[src/rtl/wheel_pulse_period_monitor_assert.svh]
// ---------------------------------------------------------------------------
// Wheel pulse period monitor assertion macros
// Same-cycle and next-cycle implication checks, compiled out with NO_ASSERTIONS.
// ---------------------------------------------------------------------------
`ifndef WHEEL_PULSE_PERIOD_MONITOR_ASSERT_SVH
`define WHEEL_PULSE_PERIOD_MONITOR_ASSERT_SVH
`ifndef NO_ASSERTIONS
`define WPM_ASSERT_NOW(label, clk, rst_n, ante, cons) \
	label: assert property (@(posedge clk) disable iff (!rst_n) (ante) |-> (cons)) \
		else $error("wheel pulse period monitor: check failed");
`define WPM_ASSERT_NEXT(label, clk, rst_n, ante, cons) \
	label: assert property (@(posedge clk) disable iff (!rst_n) (ante) |=> (cons)) \
		else $error("wheel pulse period monitor: check failed");
`else
`define WPM_ASSERT_NOW(label, clk, rst_n, ante, cons)
`define WPM_ASSERT_NEXT(label, clk, rst_n, ante, cons)
`endif
`endif

[src/rtl/wpm_pkg.sv]
// ---------------------------------------------------------------------------
// Wheel pulse period monitor package
// Shared widths, register indexes, reset values and beat structures.
// ---------------------------------------------------------------------------
`timescale 1ns / 1ps

package wpm_pkg;

	localparam int NUM_WHEELS = 4;
	localparam int WHEEL_W    = 2;
	localparam int CFG_W      = 32;
	localparam int CNT_W      = 8;
	localparam int SUM_W      = 40;
	localparam int ROT_W      = 32;
	localparam int DIFF_W     = 41;
	localparam int FIFO_DEPTH = 4;
	localparam int FIFO_AW    = 2;

	localparam logic [SUM_W-1:0] SUM_MAX = '1;

	localparam logic [CFG_W-1:0] RST_MIN_INTERVAL      = 32'd1000;
	localparam logic [CNT_W-1:0] RST_PULSES_PER_REPORT = 8'd10;

	localparam logic [WHEEL_W-1:0] WHEEL_FL = 2'd0;
	localparam logic [WHEEL_W-1:0] WHEEL_BL = 2'd1;
	localparam logic [WHEEL_W-1:0] WHEEL_FR = 2'd2;
	localparam logic [WHEEL_W-1:0] WHEEL_BR = 2'd3;

	typedef enum logic [0:0] {
		REG_MIN_INTERVAL      = 1'b0,
		REG_PULSES_PER_REPORT = 1'b1
	} reg_idx_t;

	typedef struct packed {
		logic [WHEEL_W-1:0] wheel;
		logic               accepted;
		logic [SUM_W-1:0]   interval;
	} wpm_evt_t;

	typedef struct packed {
		logic [WHEEL_W-1:0]       wheel_out;
		logic                     accepted;
		logic                     published;
		logic [SUM_W-1:0]         period_sum;
		logic [ROT_W-1:0]         rotations;
		logic signed [DIFF_W-1:0] front_difference;
		logic signed [DIFF_W-1:0] back_difference;
	} wpm_res_t;

endpackage

[src/rtl/wpm_front.sv]
// ---------------------------------------------------------------------------
// Wheel pulse period monitor front end
// Measures the interval since each wheel's last accepted edge and classifies it.
// ---------------------------------------------------------------------------
`timescale 1ns / 1ps

module wpm_front import wpm_pkg::*; #(
	parameter int TIME_WIDTH = 32
) (
	input  logic               clk,
	input  logic               arst_n,
	input  logic               push,
	input  logic [WHEEL_W-1:0] wheel,
	input  logic [CFG_W-1:0]   edge_time,
	input  logic [CFG_W-1:0]   min_interval,
	output wpm_evt_t           evt
);

	localparam int CW = (TIME_WIDTH > CFG_W) ? TIME_WIDTH : CFG_W;
	localparam int EW = (TIME_WIDTH > SUM_W) ? TIME_WIDTH : SUM_W;

	logic [NUM_WHEELS-1:0][TIME_WIDTH-1:0] last_q;
	logic [TIME_WIDTH-1:0] now;
	logic [TIME_WIDTH-1:0] interval;
	logic                  pass;
	logic                  huge;

	always_comb begin
		now      = TIME_WIDTH'(edge_time);
		interval = now - last_q[wheel];
		pass     = CW'(interval) > CW'(min_interval);
		huge     = EW'(interval) > EW'(SUM_MAX);
		evt.wheel    = wheel;
		evt.accepted = pass;
		evt.interval = huge ? SUM_MAX : SUM_W'(interval);
	end

	always_ff @(posedge clk or negedge arst_n) begin
		if (!arst_n) begin
			last_q <= '0;
		end else if (push && pass) begin
			last_q[wheel] <= now;
		end
	end

endmodule

[src/rtl/wpm_fifo.sv]
// ---------------------------------------------------------------------------
// Wheel pulse period monitor event queue
// Four-entry queue that decouples the front end from the accumulator.
// ---------------------------------------------------------------------------
`timescale 1ns / 1ps

module wpm_fifo import wpm_pkg::*; (
	input  logic     clk,
	input  logic     arst_n,
	input  logic     push,
	input  wpm_evt_t din,
	input  logic     pop,
	output wpm_evt_t dout,
	output logic     full,
	output logic     empty
);

	wpm_evt_t             mem_q [FIFO_DEPTH];
	logic [FIFO_AW-1:0]   wr_ptr_q;
	logic [FIFO_AW-1:0]   rd_ptr_q;
	logic [FIFO_AW:0]     cnt_q;

	assign full  = (cnt_q == (FIFO_AW + 1)'(FIFO_DEPTH));
	assign empty = (cnt_q == '0);
	assign dout  = mem_q[rd_ptr_q];

	always_ff @(posedge clk) begin
		if (push) begin
			mem_q[wr_ptr_q] <= din;
		end
	end

	always_ff @(posedge clk or negedge arst_n) begin
		if (!arst_n) begin
			wr_ptr_q <= '0;
			rd_ptr_q <= '0;
			cnt_q    <= '0;
		end else begin
			if (push) begin
				wr_ptr_q <= wr_ptr_q + 1'b1;
			end
			if (pop) begin
				rd_ptr_q <= rd_ptr_q + 1'b1;
			end
			if (push && !pop) begin
				cnt_q <= cnt_q + 1'b1;
			end else if (pop && !push) begin
				cnt_q <= cnt_q - 1'b1;
			end
		end
	end

endmodule

[src/rtl/wpm_back.sv]
// ---------------------------------------------------------------------------
// Wheel pulse period monitor back end
// Accumulates intervals, publishes reports and forms the result beat.
// ---------------------------------------------------------------------------
`timescale 1ns / 1ps
`include "wheel_pulse_period_monitor_assert.svh"

module wpm_back import wpm_pkg::*; (
	input  logic             clk,
	input  logic             arst_n,
	input  wpm_evt_t         evt,
	input  logic             evt_valid,
	output logic             pop,
	input  logic [CNT_W-1:0] pulses_per_report,
	output logic             res_valid,
	input  logic             res_ready,
	output wpm_res_t         res
);

	logic [NUM_WHEELS-1:0][SUM_W-1:0] acc_q;
	logic [NUM_WHEELS-1:0][CNT_W-1:0] cnt_q;
	logic [NUM_WHEELS-1:0][ROT_W-1:0] rot_q;
	logic [NUM_WHEELS-1:0][SUM_W-1:0] pub_q;

	logic                             valid_s1;
	logic [WHEEL_W-1:0]               wheel_s1;
	logic                             acc_s1;
	logic                             pub_s1;
	logic [ROT_W-1:0]                 rots_s1;
	logic [NUM_WHEELS-1:0][SUM_W-1:0] pubs_s1;

	logic                             valid_s2;
	wpm_res_t                         res_s2;

	logic                             advance;
	logic [SUM_W:0]                   a_sum;
	logic [SUM_W-1:0]                 new_a;
	logic [CNT_W-1:0]                 cnt_n;
	logic [CNT_W-1:0]                 target;
	logic                             hit;
	logic [NUM_WHEELS-1:0][SUM_W-1:0] pubs_next;

	always_comb begin
		advance = !valid_s2 || res_ready;
		pop     = advance && evt_valid;
		a_sum   = {1'b0, acc_q[evt.wheel]} + {1'b0, evt.interval};
		new_a   = a_sum[SUM_W] ? SUM_MAX : a_sum[SUM_W-1:0];
		cnt_n   = cnt_q[evt.wheel] + 1'b1;
		target  = (pulses_per_report == '0) ? CNT_W'(1) : pulses_per_report;
		hit     = evt.accepted && (cnt_n >= target);
		for (int i = 0; i < NUM_WHEELS; i++) begin
			pubs_next[i] = (hit && (evt.wheel == WHEEL_W'(i))) ? new_a : pub_q[i];
		end
	end

	always_ff @(posedge clk or negedge arst_n) begin
		if (!arst_n) begin
			acc_q <= '0;
			cnt_q <= '0;
			rot_q <= '0;
			pub_q <= '0;
		end else if (pop && evt.accepted) begin
			if (hit) begin
				pub_q[evt.wheel] <= new_a;
				rot_q[evt.wheel] <= rot_q[evt.wheel] + 1'b1;
				acc_q[evt.wheel] <= '0;
				cnt_q[evt.wheel] <= '0;
			end else begin
				acc_q[evt.wheel] <= new_a;
				cnt_q[evt.wheel] <= cnt_n;
			end
		end
	end

	always_ff @(posedge clk or negedge arst_n) begin
		if (!arst_n) begin
			valid_s1 <= 1'b0;
			valid_s2 <= 1'b0;
		end else if (advance) begin
			valid_s1 <= evt_valid;
			valid_s2 <= valid_s1;
		end
	end

	always_ff @(posedge clk) begin
		if (pop) begin
			wheel_s1 <= evt.wheel;
			acc_s1   <= evt.accepted;
			pub_s1   <= hit;
			rots_s1  <= hit ? rot_q[evt.wheel] + 1'b1 : rot_q[evt.wheel];
			pubs_s1  <= pubs_next;
		end
	end

	always_ff @(posedge clk) begin
		if (advance && valid_s1) begin
			res_s2.wheel_out        <= wheel_s1;
			res_s2.accepted         <= acc_s1;
			res_s2.published        <= pub_s1;
			res_s2.period_sum       <= pubs_s1[wheel_s1];
			res_s2.rotations        <= rots_s1;
			res_s2.front_difference <= $signed({1'b0, pubs_s1[WHEEL_FR]})
				- $signed({1'b0, pubs_s1[WHEEL_FL]});
			res_s2.back_difference  <= $signed({1'b0, pubs_s1[WHEEL_BR]})
				- $signed({1'b0, pubs_s1[WHEEL_BL]});
		end
	end

	assign res_valid = valid_s2;
	assign res       = res_s2;

	`WPM_ASSERT_NOW(a_pub_needs_accept, clk, arst_n, valid_s2 && res_s2.published, res_s2.accepted)
	`WPM_ASSERT_NEXT(a_reject_keeps_state, clk, arst_n, pop && !evt.accepted, $stable(acc_q) && $stable(cnt_q) && $stable(pub_q) && $stable(rot_q))
	`WPM_ASSERT_NOW(a_pub_clears_sum, clk, arst_n, valid_s1 && pub_s1, (acc_q[wheel_s1] == '0) && (cnt_q[wheel_s1] == '0))

endmodule

[src/rtl/wheel_pulse_period_monitor.sv]
// ---------------------------------------------------------------------------
// Wheel pulse period monitor
// Per-wheel edge interval measurement with bounce rejection and reporting.
// ---------------------------------------------------------------------------
//  Channel  Direction  Beat contents
//  s_axis   in         tuser: wheel; tdata: edge_time
//  m_axis   out        tuser: wheel_out, accepted, published;
//                      tdata: period_sum, rotations, front/back difference
//  apb      in         min_interval at 0x0, pulses_per_report at 0x4
//
// One beat per cycle is sustained both ways while m_tready is high; each beat
// sees one subtract and compare in the front end and one saturating add in the
// back. An accepted input beat passes the queue, s1 and s2 before m_tvalid rises.
// A four-entry queue keeps the input flowing while the output stalls, until full.
// Reset clears all per-wheel state at once; no clearing pass follows it.
// ---------------------------------------------------------------------------
`timescale 1ns / 1ps

module wheel_pulse_period_monitor import wpm_pkg::*; #(
	parameter int TIME_WIDTH = 32
) (
	input  logic         clk,
	input  logic         arst_n,
	input  logic         s_tvalid,
	output logic         s_tready,
	input  logic [31:0]  s_tdata,   // edge_time
	input  logic [1:0]   s_tuser,   // wheel
	output logic         m_tvalid,
	input  logic         m_tready,
	output logic [159:0] m_tdata,   // period_sum, rotations, front_difference,
	                                // back_difference, zero fill
	output logic [3:0]   m_tuser,   // wheel_out, accepted, published
	input  logic         psel,
	input  logic         penable,
	input  logic         pwrite,
	input  logic [2:0]   paddr,
	input  logic [31:0]  pwdata,
	output logic [31:0]  prdata,
	output logic         pready
);

	logic [CFG_W-1:0] min_interval_q;
	logic [CNT_W-1:0] pulses_per_report_q;

	reg_idx_t  reg_idx;
	logic      cfg_wr;
	logic      push;
	logic      pop;
	logic      full;
	logic      empty;
	wpm_evt_t  evt_in;
	wpm_evt_t  evt_out;
	wpm_res_t  res;

	assign pready  = 1'b1;
	assign reg_idx = reg_idx_t'(paddr[2]);
	assign cfg_wr  = psel && penable && pwrite && pready;

	always_ff @(posedge clk or negedge arst_n) begin
		if (!arst_n) begin
			min_interval_q      <= RST_MIN_INTERVAL;
			pulses_per_report_q <= RST_PULSES_PER_REPORT;
		end else if (cfg_wr) begin
			unique case (reg_idx)
				REG_MIN_INTERVAL:      min_interval_q      <= pwdata;
				REG_PULSES_PER_REPORT: pulses_per_report_q <= pwdata[CNT_W-1:0];
			endcase
		end
	end

	always_comb begin
		unique case (reg_idx)
			REG_MIN_INTERVAL:      prdata = min_interval_q;
			REG_PULSES_PER_REPORT: prdata = {{(CFG_W - CNT_W){1'b0}}, pulses_per_report_q};
		endcase
	end

	assign s_tready = !full;
	assign push     = s_tvalid && s_tready;

	wpm_front #(
		.TIME_WIDTH(TIME_WIDTH)
	) u_front (
		.clk          (clk),
		.arst_n       (arst_n),
		.push         (push),
		.wheel        (s_tuser),
		.edge_time    (s_tdata),
		.min_interval (min_interval_q),
		.evt          (evt_in)
	);

	wpm_fifo u_fifo (
		.clk    (clk),
		.arst_n (arst_n),
		.push   (push),
		.din    (evt_in),
		.pop    (pop),
		.dout   (evt_out),
		.full   (full),
		.empty  (empty)
	);

	wpm_back u_back (
		.clk               (clk),
		.arst_n            (arst_n),
		.evt               (evt_out),
		.evt_valid         (!empty),
		.pop               (pop),
		.pulses_per_report (pulses_per_report_q),
		.res_valid         (m_tvalid),
		.res_ready         (m_tready),
		.res               (res)
	);

	assign m_tuser = {res.published, res.accepted, res.wheel_out};
	assign m_tdata = {6'b0, res.back_difference, res.front_difference,
		res.rotations, res.period_sum};

endmodule
[config.mk]
export PLATFORM = sky130hd
export DESIGN_NAME = wheel_pulse_period_monitor
export DESIGN_NICKNAME = d
export VERILOG_FILES = /design/src/rtl/wpm_pkg.sv /design/src/rtl/wpm_front.sv /design/src/rtl/wpm_fifo.sv /design/src/rtl/wpm_back.sv /design/src/rtl/wheel_pulse_period_monitor.sv
export VERILOG_INCLUDE_DIRS = /design/src /design/src/rtl
export SDC_FILE = /design/constraint.sdc
export NUM_CORES = 2
export LEC_CHECK = 0
export BUFFER_PORTS_ARGS = -buffer_cell sky130_fd_sc_hd__buf_4
export CORE_AREA = 8 8 390 392
export DETAILED_ROUTE_END_ITERATION = 16
export DIE_AREA = 0 0 398 400
export SYNTH_ARGS = -nofsm -noshare
export SYNTH_HDL_FRONTEND = slang
export SYNTH_SLANG_ARGS = --single-unit
[constraint.sdc]
create_clock -name clk -period 6.03 [get_ports clk]
set_input_delay 1.206 -clock clk [delete_from_list [all_inputs] [get_ports clk]]
set_output_delay 1.206 -clock clk [all_outputs]
set_load 0.01 [all_outputs]
Yosys cells after proc, flatten, opt, wreduce, memory -nomap -nowiden

Memory sizes are Yosys's and may differ from the RTL's.
Cells that the tools add are included.

Bits in registers: 1011
Bits in latches: 0
RAM bits: 140
ROM bits: 0
Input bits: 76
Output and inout bits: 199
Word-level logic and storage cells: 135
Memories kept: 1

Memories:

| name         | words | bits a word | read ports | clocked after Yosys merged registers in | write ports | line           | source |
|---|---|---|---|---|---|---|---|
| u_fifo.mem_q | 4     | 35          | 1          | 0                                       | 1           | wpm_fifo.sv:18 | `wpm_evt_t mem_q [FIFO_DEPTH];` |

$add $sub $neg: 10
Multipliers: 0
Div/mod/pow operators: 0
$lt $le $gt $ge: 7
Eq/ne operators: 4
Shift operators: 0
Multiplexer cells: 37
Bitwise operators: 5
Reduce and logical (&&, ||, !) cells: 29

Operators by type and width:

| cell                                           | number |
|---|---|
| bitwise mux 160 bit                            | 2 |
| two-way mux 40 bit                             | 8 |
| bitwise mux 128 bit                            | 2 |
| two-way mux 32 bit                             | 6 |
| bitwise AND 160 bit                            | 1 |
| binary-select mux 40 bit (select 2 bit)        | 2 |
| two-way mux 160 bit                            | 1 |
| NOT 160 bit                                    | 1 |
| binary-select mux 32 bit (select 2 bit)        | 2 |
| demux 32 bit (select 2 bit)                    | 2 |
| subtractor 40 x 40 -> 41 bit                   | 2 |
| demux 40 bit (select 2 bit)                    | 1 |
| one-hot mux 32 bit (2 select lines)            | 1 |
| adder 40 x 40 -> 41 bit                        | 1 |
| adder 32 x 1 -> 32 bit (second input constant) | 1 |
| bitwise AND 32 bit                             | 1 |
| bitwise mux 32 bit                             | 1 |
| greater-than comparator 32 bit                 | 1 |
| NOT 32 bit                                     | 1 |
| subtractor 32 bit                              | 1 |
| two-way mux 8 bit                              | 3 |
| binary-select mux 8 bit (select 2 bit)         | 1 |
| demux 8 bit (select 2 bit)                     | 1 |
| logical AND 1 bit                              | 16 |
| other kinds (20)                               | 33 |

Depth between registers and ports, before layout

An unclocked memory read counts as a cell.

Depth in word-level cells: 8
Mapped depth: 27
Mapped depth without buffers: 24

Modules after synthesis

A second synthesis with hierarchy kept.

Cells, all modules: 4737
Area total of the unflattened synthesis: 57069.7 um2

Modules (own cells, without submodules):

| module                     | times used | cells each | area each (um2) | seq. area each (um2) |
|---|---|---|---|---|
| wpm_back                   | 1          | 3664       | 40106.0         | 22691.8 |
| wpm_front                  | 1          | 681        | 8323.0          | 3203.1 |
| wpm_fifo                   | 1          | 259        | 6658.9          | 5340.1 |
| wheel_pulse_period_monitor | 1          | 133        | 1981.9          | 1011.0 |

Worst setup path before layout

Ideal clock, no wire load.

Path kind: input to register
From: in s_tuser[0]
To: reg u_front.last_q[66] (netlist name)
Library setup time: 125 ps
Arrival: 7416 ps
Data required time: 5905 ps
Slack: -1511 ps
Stages: 24
Path buffers: 3
Cells stage by stage: clkbuf_1 -> buf_1 -> mux4_2 -> ha_1 -> fa_1 -> nor2b_1 -> o21ai_0 -> a31oi_1 -> a41oi_1 -> o31ai_1 -> a41oi_1 -> a21boi_0 -> nand3_1 -> a311oi_1 -> xor2_1 -> ha_1 -> nand4_1 -> or3_1 -> nor3_1 -> nand4_1 -> o31a_1 -> nand4b_1 -> clkbuf_1 -> mux2_2

RTL lines:

| what                            | line                             | source |
|---|---|---|
| from (decl)                     | wheel_pulse_period_monitor.sv:27 | `input logic [1:0] s_tuser,` |
| to (signal, indexed assignment) | wpm_front.sv:42                  | `last_q[wheel] <= now;` |
| to (decl)                       | wpm_front.sv:22                  | `logic [NUM_WHEELS-1:0][TIME_WIDTH-1:0] last_q;` |

==> results.json <==
{
  "status": "complete, no violations",
  "worstSetupStartpointType": "input port",
  "fin_cells": 7032,
  "drv_cap": 0,
  "setup_tns_ns": 0,
  "ys_seq_elements": 1151,
  "crit_slowest_cell": "mux4_2",
  "power_mw": 43.04,
  "gp_congestion": 0.8745,
  "num_rows": 141,
  "yosys.cell_types.count": 84,
  "cts_buffers": 131,
  "synth_top_family_by_area": "multiplexers",
  "fin_nets": 5266,
  "grtUsageTotal": 0.1678,
  "final_hold_viol_count": 0,
  "wirelength_um": 135300,
  "drv_slew": 0,
  "dp_hpwl_um": 92990,
  "hold_path.class": "register to register",
  "cts_sinks": 1151,
  "critPathCaptureType": "register",
  "fin_util": 0.4451,
  "grt_antenna_before_repair": 1,
  "fp.dieH_um": 400,
  "insertion_delay_ns": 0.76,
  "synthMuxAreaShare": 0.1171,
  "synth_xor_area_frac": 0.03282,
  "crit_type": "input port to register",
  "grt_pass1_wl_um": 212100,
  "yosysWarnings": 0,
  "finalCritPeriodShare": 0.9831,
  "seq_area_frac_synth": 0.5695,
  "ir_worst_vdd_mv": 0.4503,
  "viasPerCell": 5.128,
  "drive_above_1_share": 0.2319,
  "drc": 0,
  "skew_ns": 0.02886,
  "synth_edf_count": 494,
  "cts_max_level": 4,
  "slew_headroom": 0.2744,
  "fmaxAchievable_mhz": 168.7,
  "routedWlPerCell_um": 19.24,
  "synthAdderAreaFrac": 0.04510,
  "overflow": 0,
  "die_x_um": 398,
  "worstMarginPinSlew_ns": 1.085,
  "detail-route-antenna-nets": 0,
  "cts_tree": "yes",
  "crit_required_ns": 6.66,
  "critPathBufInv": 6,
  "rsz0062_at_grt": "yes",
  "synth_compound_area_frac": 0.1102,
  "drt_iter0_drc": 2250,
  "crit_arrival_ns": 6.56,
  "fillerInstances": 13510,
  "dp_cells": 6769,
  "critPathMaxFanout": 6,
  "grt_pass1_vias": 36390,
  "register_area_sq_um": 31290,
  "clockBufferDepth": 3,
  "yosys.area_share.simple": 0.09239,
  "syn_area_sq_um": 54930,
  "port_buffers": 265,
  "synthFlopType": "dfrtp_1",
  "pre_cts_slack_ns": -0.9317,
  "path_delay_family": "compound AO/OA/AOI/OAI gates",
  "p_leak_nw": 27.45,
  "async_flop_share": 0.5708,
  "core_area_sq_um": 146300,
  "route.vias.total": 36060,
  "multi_input_area_sq_um": 22300,
  "setup_viol": 0,
  "cts.reportedPaths.clkPinSlew_ns": 0.06,
  "root_buffer": "clkbuf_16",
  "critPathMaxStageDelay_ns": 0.53,
  "syn_to_final_growth_pct": 18.50,
  "first_pass_iters": 6,
  "p_per_area_nw_per_um2": 661.2,
  "post-route-min-period_ns": 5.928,
  "fp.dieArea_sq_um": 159200,
  "pin_count": 275,
  "grt_max_degree": 143,
  "syn_inst": 4616,
  "initial_core_util": 0.3756,
  "postSynthAreaPerCell_sq_um": 11.90,
  "setup_ws_ns": 0.1019
}
-- where the power goes --
| group | internal, mW | switching [mW] |
|---|---|---|
| combinational | 8.62 | 12.9 |
| sequential | 12.2 | 1.34 |
| clock | 4.68 | 3.28 |
-- cell usage in the layout, fill, tap and decap left out, drive strengths merged, types with 17 or more instances in the layout --
cell,Yosys,layout
xnor2,135,135
edfxtp,494,494
a21o,71,71
dfrtp,649,649
a21oi,143,143
mux4,188,188
clkinv,0,35
o21bai,19,19
buf,62,481
nand4,27,27
mux2,190,190
clkbuf,182,178
xor2,64,64
ha,190,190
o21ai,685,685
o21a,25,25
nand3,60,60
inv,197,209
nor3,17,17
a31oi,19,19
nand2,763,763
and3,29,29
nand2b,30,30
o31ai,32,32
and2,22,22
nor2b,30,30
nor2,160,160
-- cell usage after synthesis, types with 8 or more instances --
library cell  count  share of area
nand2_1         759          0.052
dfrtp_1         649           0.30
o21ai_0         647          0.059
edfxtp_1        494           0.27
inv_1           197          0.013
ha_1            190          0.043
mux2_2          190          0.039
mux4_2          188          0.077
clkbuf_1        180          0.012
a21oi_1         143          0.013
nor2_1          136         0.0093
xnor2_1         134          0.021
a21o_1           71         0.0097
nand3_1          57         0.0052
xor2_1           57         0.0091
o21ai_1          38         0.0035
o31ai_1          32         0.0044
nand2b_1         30         0.0034
nor2b_1          28         0.0032
nand4_1          27         0.0031
and3_1           26         0.0030
o21a_1           25         0.0034
nor2_2           23         0.0026
and2_1           22         0.0025
buf_1            21         0.0014
buf_2            21         0.0019
o21bai_1         19         0.0026
a31oi_1          18         0.0021
nor3_1           16         0.0015
a211oi_1         14         0.0019
buf_4            11         0.0015
o211ai_1          9         0.0012
buf_6             8         0.0016
dfstp_2           8         0.0038
-- path summary, 6_finish.rpt --
path	from	end	slack, ns	cells past startpoint
min	u_back.rots_s1[28]	u_back.res[110]	0.42	0
max	s_tuser[0]	u_front.last_q[77]	0.10	27
max reg2reg	u_front.last_q[64]	u_front.last_q[77]	0.31	26
max in group asynchronous	arst_n	u_back.rot_q[68]	4.26	2
min reg2reg	u_back.rots_s1[28]	u_back.res[110]	0.42	0
min in group asynchronous	arst_n	u_back.rot_q[42]	0.44	1
-- layout make-up --
| class | count | share of cell area |
|---|---|---|
| antenna | 1 | 0.00003844 |
| clock buffer | 174 | 0.05551 |
| clock inverter | 65 | 0.01063 |
| inverter | 197 | 0.01142 |
| multi-input combinational | 3029 | 0.3426 |
| sequential | 1151 | 0.4806 |
| tap | 1930 | 0.03710 |
| timing repair buffer | 485 | 0.06212 |
-- routing by layer --
layer  track usage  wire length [um]  up-vias
li1              -                 -    17310
met1        0.2350             63600    17800
met2        0.2710             62890      766
met3       0.02997              6170      183
met4       0.04315              2655        0
met5             0                 0        -
-- metrics by stage --
| step | area, sq um | hold WS [ns] |
|---|---|---|
| 6_report | 65090 | 0.4156 |
| 5_1_grt | 65090 | 0.4254 |
| 4_1_cts | 64680 | 0.3941 |
| 3_5_place_dp | 60290 | 0.4045 |
| 3_3_place_gp | 60290 | 0.4029 |
| 2_1_floorplan | 55280 | 0.4003 |
-- state kept, by name, summed over array words and instances, names as in the netlist --
signal	flops
u_back.res_valid	1
u_back.res	158
u_back.pub_s1	1
u_fifo.mem_q	140
u_fifo.cnt_q	3
u_back.acc_s1	1
pulses_per_report_q	8
u_fifo.rd_ptr_q	2
u_back.pub_q	160
u_fifo.wr_ptr_q	2
u_back.rots_s1	32
u_back.acc_q	160
min_interval_q	32
u_back.rot_q	128
u_front.last_q	128
u_back.pubs_s1	160
u_back.valid_s1	1
u_back.wheel_s1	2
u_back.cnt_q	32
-- logic make-up after synthesis --
group / after synthesis
xor+xnor: 199
fa+ha+maj: 195
compound gates: 1073
simple gates: 1171
buf+inv: 441
flops: 1151
other cells: 2
mux: 384
-- worst reg2reg max path, stage by stage, from the launching register on --
cell and delay, ns:
dfrtp_1 0.39, mux4_2 0.50, ha_4 0.19, fa_2 0.35
nor2b_2 0.14, o21ai_2 0.08, a31oi_2 0.24, a41oi_2 0.20
o31ai_4 0.26, a41oi_2 0.21, buf_4 0.18, buf_4 0.12
nor2b_4 0.12, xnor2_2 0.14, ha_1 0.31, nand4_1 0.10
inv_1 0.05, a221o_1 0.35, a21o_1 0.16, a21o_1 0.16
a21oi_2 0.12, nor2_1 0.05, o31a_1 0.36, nand4b_1 0.15
buf_6 0.20, clkbuf_16 0.18, mux2_2 0.32
-- timing repair --
| action | CTS | global route |
|---|---|---|
| endpoints found under the hold margin | 0 | 0 |
| endpoints found under the setup margin | 128 | 128 |
| gates cloned | 1 | 4 |
| buffers inserted | 3 | 15 |
| hold buffers | 0 | 0 |
| gates resized for setup | 6 | 53 |
| pin swaps | 6 | 31 |
(Power assumes the default switching activity.)
